$ cat src/rrtia_pkg.sv
// Shared types and codes for the round-robin identifier allocator.
// No dependencies; used by rrtia_id_split and the allocator top level.
package rrtia_pkg;

  localparam int ID_W   = 16;
  localparam int CMD_W  = 2;
  localparam int STAT_W = 2;
  localparam int TDATA_W = 24;

  localparam logic [CMD_W-1:0] CMD_ALLOC   = 2'd0;
  localparam logic [CMD_W-1:0] CMD_RELEASE = 2'd1;
  localparam logic [CMD_W-1:0] CMD_LOOKUP  = 2'd2;

  localparam logic [STAT_W-1:0] ST_OK         = 2'd0;
  localparam logic [STAT_W-1:0] ST_NOT_IN_USE = 2'd1;
  localparam logic [STAT_W-1:0] ST_FULL       = 2'd2;

  typedef enum logic [2:0] {
    S_CLEAR,
    S_IDLE,
    S_DIVQ,
    S_RREAD,
    S_RCHECK,
    S_SCAN,
    S_PUSH
  } state_t;

endpackage

$ cat src/rrtia_id_split.sv
// Splits an identifier into bitmap word and bit position by reciprocal multiply.
// Two register stages: word index, then remainder. Uses rrtia_pkg.
module rrtia_id_split #(
  parameter int WORD_BITS = 64,
  parameter int AW        = 10,
  parameter int RW        = 6
) (
  input  logic                      clk,
  input  logic [rrtia_pkg::ID_W-1:0] id,
  output logic [AW-1:0]             word,
  output logic [RW-1:0]             bitpos
);

  localparam int L  = $clog2(WORD_BITS);
  localparam int S  = rrtia_pkg::ID_W + L;
  localparam int MW = S + 1;
  localparam int M  = ((1 << S) + WORD_BITS - 1) / WORD_BITS;
  localparam int PW = rrtia_pkg::ID_W + MW;

  logic [PW-1:0]                prod;
  logic [rrtia_pkg::ID_W-1:0]   rem;
  logic [AW-1:0]                word_r;
  logic [RW-1:0]                bitpos_r;

  assign prod = PW'(id) * PW'(M);
  assign rem  = id - rrtia_pkg::ID_W'(rrtia_pkg::ID_W'(word_r) *
                                      rrtia_pkg::ID_W'(WORD_BITS));

  always_ff @(posedge clk) begin
    word_r   <= AW'(prod >> S);
    bitpos_r <= RW'(rem);
  end

  assign word   = word_r;
  assign bitpos = bitpos_r;

endmodule

$ cat config.mk
export PLATFORM = sky130hd
export DESIGN_NAME = rrtia_id_split
export DESIGN_NICKNAME = d
export VERILOG_FILES = /design/src/rrtia_pkg.sv /design/src/rrtia_id_split.sv
export SDC_FILE = /design/constraint.sdc
export NUM_CORES = 1
export LEC_CHECK = 0
export BUFFER_PORTS_ARGS = -buffer_cell sky130_fd_sc_hd__buf_4
export CORE_AREA = 2 2 39 41
export CTS_CLUSTER_DIAMETER = 100
export CTS_CLUSTER_SIZE = 40
export DETAILED_ROUTE_END_ITERATION = 6
export DIE_AREA = 0 0 41 43
export PLACE_DENSITY = 0.59
export REMOVE_ABC_BUFFERS = 1
export SLEW_MARGIN = 0
export SYNTH_ARGS = -nofsm -noshare
export SYNTH_HDL_FRONTEND = slang
export SYNTH_SLANG_ARGS = --single-unit
$ cat constraint.sdc
create_clock -name clk -period 0.8 [get_ports clk]
set_input_delay 0.08 -clock clk [delete_from_list [all_inputs] [get_ports clk]]
set_output_delay 0.08 -clock clk [all_outputs]
set_load 0.005 [all_outputs]
* After elaboration in Yosys (flattened, before gate mapping)
Cells that the tools add are included.
Cells by class: $add $sub $neg 1
Operators by type and width (count):
- subtractor 6 x 1 -> 6 bit (second input constant) | 1
Word-level totals: word-level logic and storage cells 3, output and inout bits 16, flip-flop bits (word level) 16, input bits 17

* Longest topological paths before layout
depth after elaboration 1, gate-level depth with buffers 0, mapped depth without buffers 0

* Worst setup path after synthesis
OpenSTA, ideal clock, no wires.
path type reg-to-output, from reg bitpos_r[0] (netlist: bitpos[0]), to out bitpos[0], stages on the path, launching flop included 1, path buffers 0, slack 422 ps, data arrival time 298 ps, cells stage by stage dfxtp_1
RTL lines:
- start: declaration | RTL line rrtia_id_split.sv:23 | logic [RW-1:0] bitpos_r;
- start signal: assignment | RTL line rrtia_id_split.sv:31 | bitpos_r <= RW'(rem);
- end: declaration | RTL line rrtia_id_split.sv:11 | output logic [RW-1:0] bitpos
No word-level cell between the ends.

* Final worst setup path
from reg word_r[5] (netlist: word[5]), to out word[5]
RTL lines:
- start: declaration | RTL line rrtia_id_split.sv:22 | logic [AW-1:0] word_r;
- start signal: assignment | RTL line rrtia_id_split.sv:30 | word_r <= AW'(prod >> S);
- end: declaration | RTL line rrtia_id_split.sv:10 | output logic [AW-1:0] word,
No word-level cell between the ends.

==> results <==
- Counting both buffers and inverters, the worst setup path holds a total of 1.
- The clock-pin slew reported for the worst setup and hold paths after clock tree synthesis is 0.09 ns.
- The total power divided by cell area is 1880 nW/um2.
- The first global-routing pass estimated 1200 um of wire.
- Dividing the detail-routed via count by the number of cells gives 3.65.
- The height of the die is 43 um.
- The worst setup path category is reg -> out.
- The path class of the lowest-slack min-delay path is in -> reg.
- The number of input and output port buffers inserted is 32.
- The prevailing post-synth register cell is dfxtp_1.
- The count of H-tree levels built during CTS is 1.
- The core area is 1380 um2.
- The clock group share of total power is 0.323.
- The number of combinational gates with multiple inputs is 0.
- The total power after layout is 1.58 mW.
- The highest cell delay on the worst timing path is 0.33 ns.
- The share of total power dissipated in combinational logic is 0.131.
- Yosys mapped a number of flops with a built-in enable equal to 0.
- The total via count in the routed design is 307.
- The area of the die is 1760 um2.
- In the global route stage, overall resource usage came out at 0.108.
- Data on the critical path is required at its endpoint by 0.72 ns.
- The average size of a mapped cell is 20.0 um2.
- The count of fill cells added during filler insertion is 114.
- Max-cap violations in this run came to 0.
- The synthesis-to-layout area growth is 163%.
- The count of boundary I/O pins is 33.
- STA classifies the critical path endpoint as an output pin.
- With fillers left out, the area of the finished cells amounts to 842 um2.
- The count of TritonRoute iterations in the first routing pass is 1.
- STA classifies the critical path startpoint as a flip-flop.
- The DRC violations left is 0.
- In this run, the number of DRC markers left after iteration 0 of detailed routing was 0.
- In this run the cell area measured after placement is 581 um2.
- The remaining antenna violation count is 0.
- The setup slack of the critical path after layout is 0.0106 ns.
- The congestion estimate from routability-driven global placement came to 0.626.
- The signal on the critical path passes through buf_6.
- Setup violations remaining at the end of the flow were counted as 0.
- The number of global-route vias before repair was 335.
- The cell leakage power is 0.393 nW.
- The clock net sink count is 16.
- The run finished with clean final reports.
- The maximum number of pins on one net before global-route repair is 10.
- In the final layout, the share of cells above drive strength 1 is 0.721.
- By area the synthesized netlist is led by dfxtp_1 100%.
- The async set or reset register ratio after synthesis is 0.
- In this run the worst path has a maximum fanout of 1.
- In the finished design, the share of the clock period the worst path needs comes to 0.987.
- Of the synthesized area, sequential elements account for 1.00.
- Ranked by instance count, the synthesized netlist is headed by 16 x dfxtp_1.
- The final cell count without fillers is 84.
- The area of the mapped netlist is 320 um2.
- The residual overflow from global routing is 0.
- Counting the buffers created by CTS gives 3.
- No sink is reached through more buffers than the 2 on the longest clock path.
- The final antenna diode count is 0.
- The share of synthesized area in the top cell type comes to 1.00.
- For the pin with the worst max-slew slack, the measured transition is 0.0893 ns.
- The power share of the sequential group is 0.546.
- The number of setup buffers added after CTS is 0.
- The multi-input combinational cells in the finished layout cover a total of 0 um2.
- The critical path's slowest cell is dfxtp_2.
- The number of instances in the synthesized netlist is 16.
- The routed design could run at a clock period as short as 0.789 ns.
- In this run the worst setup path begins at word[5].
- The final-report hold violation count came to 0.
- The initial utilization of the core area, before any placement, comes to 0.231.
- The count of yosys warnings during synthesis is 0.
- The routed wirelength normalized by instance count is 9.73 um.
- The count of unique library cells instantiated by Yosys is 1.
- By instance count, the leading cell after synthesis is dfxtp_1.
- In this run the power spent charging and discharging nets is 0.291 mW.
- The initial antenna violation count was 0.
- The number of nets in the finished design is 86.
- The tightest slew margin relative to the limit is 0.940.
- For the final routed database, the setup TNS stands at 0 ns.
- TritonCTS built the clock tree.
- Timing would allow up to 1.27 GHz.
- The setup slack at placement is 0.309 ns.
- Of the total power, the share spent switching nets is 0.184.
- The initialized floorplan defines 14 standard-cell rows.
- Broken down by cell family, the worst path's largest delay share belongs to flip-flops.
- The internal portion of the total power is 1.29 mW.
- The startpoint of the lowest-slack hold path is id[13].
- Once placement completed, the tool counted placed cells totaling 64.
- The worst ir drop on vdd is 0.000926 V.
- The final number of max-transition violations is 0.
- The overall routed net length is 817 um.
- Summed over all instances, the cell type with the most area after synthesis is dfxtp_1.
- The root buffer cell chosen for the clock tree is clkbuf_4.
- Setup repair after global routing could not meet its margin everywhere.
- From left edge to right edge, the die measures 41 um.
- The signal arrival time at the worst endpoint is 0.71 ns.
- The synthesized design contains 16 register bits.
worst paths after layout:
check	to	cells past startpoint	slack, ns
min	word[7]	2	0.43
max	word[5]	1	0.01
power groups by stage:
stage,logic (mW),clock network [mW],registers [mW]
after floorplan,0,0,0.875
after global placement,0.125,0,0.867
after global routing,0.226,0.573,0.867
after detailed placement,0.126,0,0.869
final,0.207,0.510,0.863
after CTS,0.193,0.542,0.854
layout make-up:
| type | count | area, um2 | share of cell area |
|---|---|---|---|
| clock buffers | 4 | 36.3 | 0.0431 |
| repair buffers | 48 | 449 | 0.533 |
| flip-flops and latches | 16 | 337 | 0.400 |
| well taps | 16 | 20.0 | 0.0238 |
per-stage QoR:
step / utilization / hold slack (ns)
2_1_floorplan: - / 0.108
6_report: 0.608 / 0.435
5_1_grt: 0.608 / 0.429
4_1_cts: 0.572 / 0.424
3_3_place_gp: 0.420 / 0.184
3_5_place_dp: 0.420 / 0.186
cell families after synthesis:
logic type | Yosys count | synth area share
flip-flops | 16 | 1.00
registers in the layout, indices dropped and copies added, names as in the netlist:
name,count
bitpos,6
word,10
timing repair:
action / 4_1_cts / 5_1_grt
resized for setup: 6 / 20
hold buffers: 16 / 0
hold endpoints to repair: 16 / 0
pin swaps: 0 / 0
setup endpoints to repair: 12 / 16
gates cloned: 0 / 0
per-layer routing:
layer / share of wire / global-route usage / up-vias
met1: 0.33 / 0.0795 / 132
li1: - / - / 152
met2: 0.56 / 0.194 / 21
met3: 0.11 / 0.0314 / 2
met5: 0 / 0 / -
met4: 0.0061 / 0.100 / 0
placed cells by master, fill, tap and decap left out, drive strengths merged:
cell,instances
clkbuf,4
dlygate4sd3,16
buf,32
dfxtp,16
No activity file was read; power rests on OpenSTA's default activity.
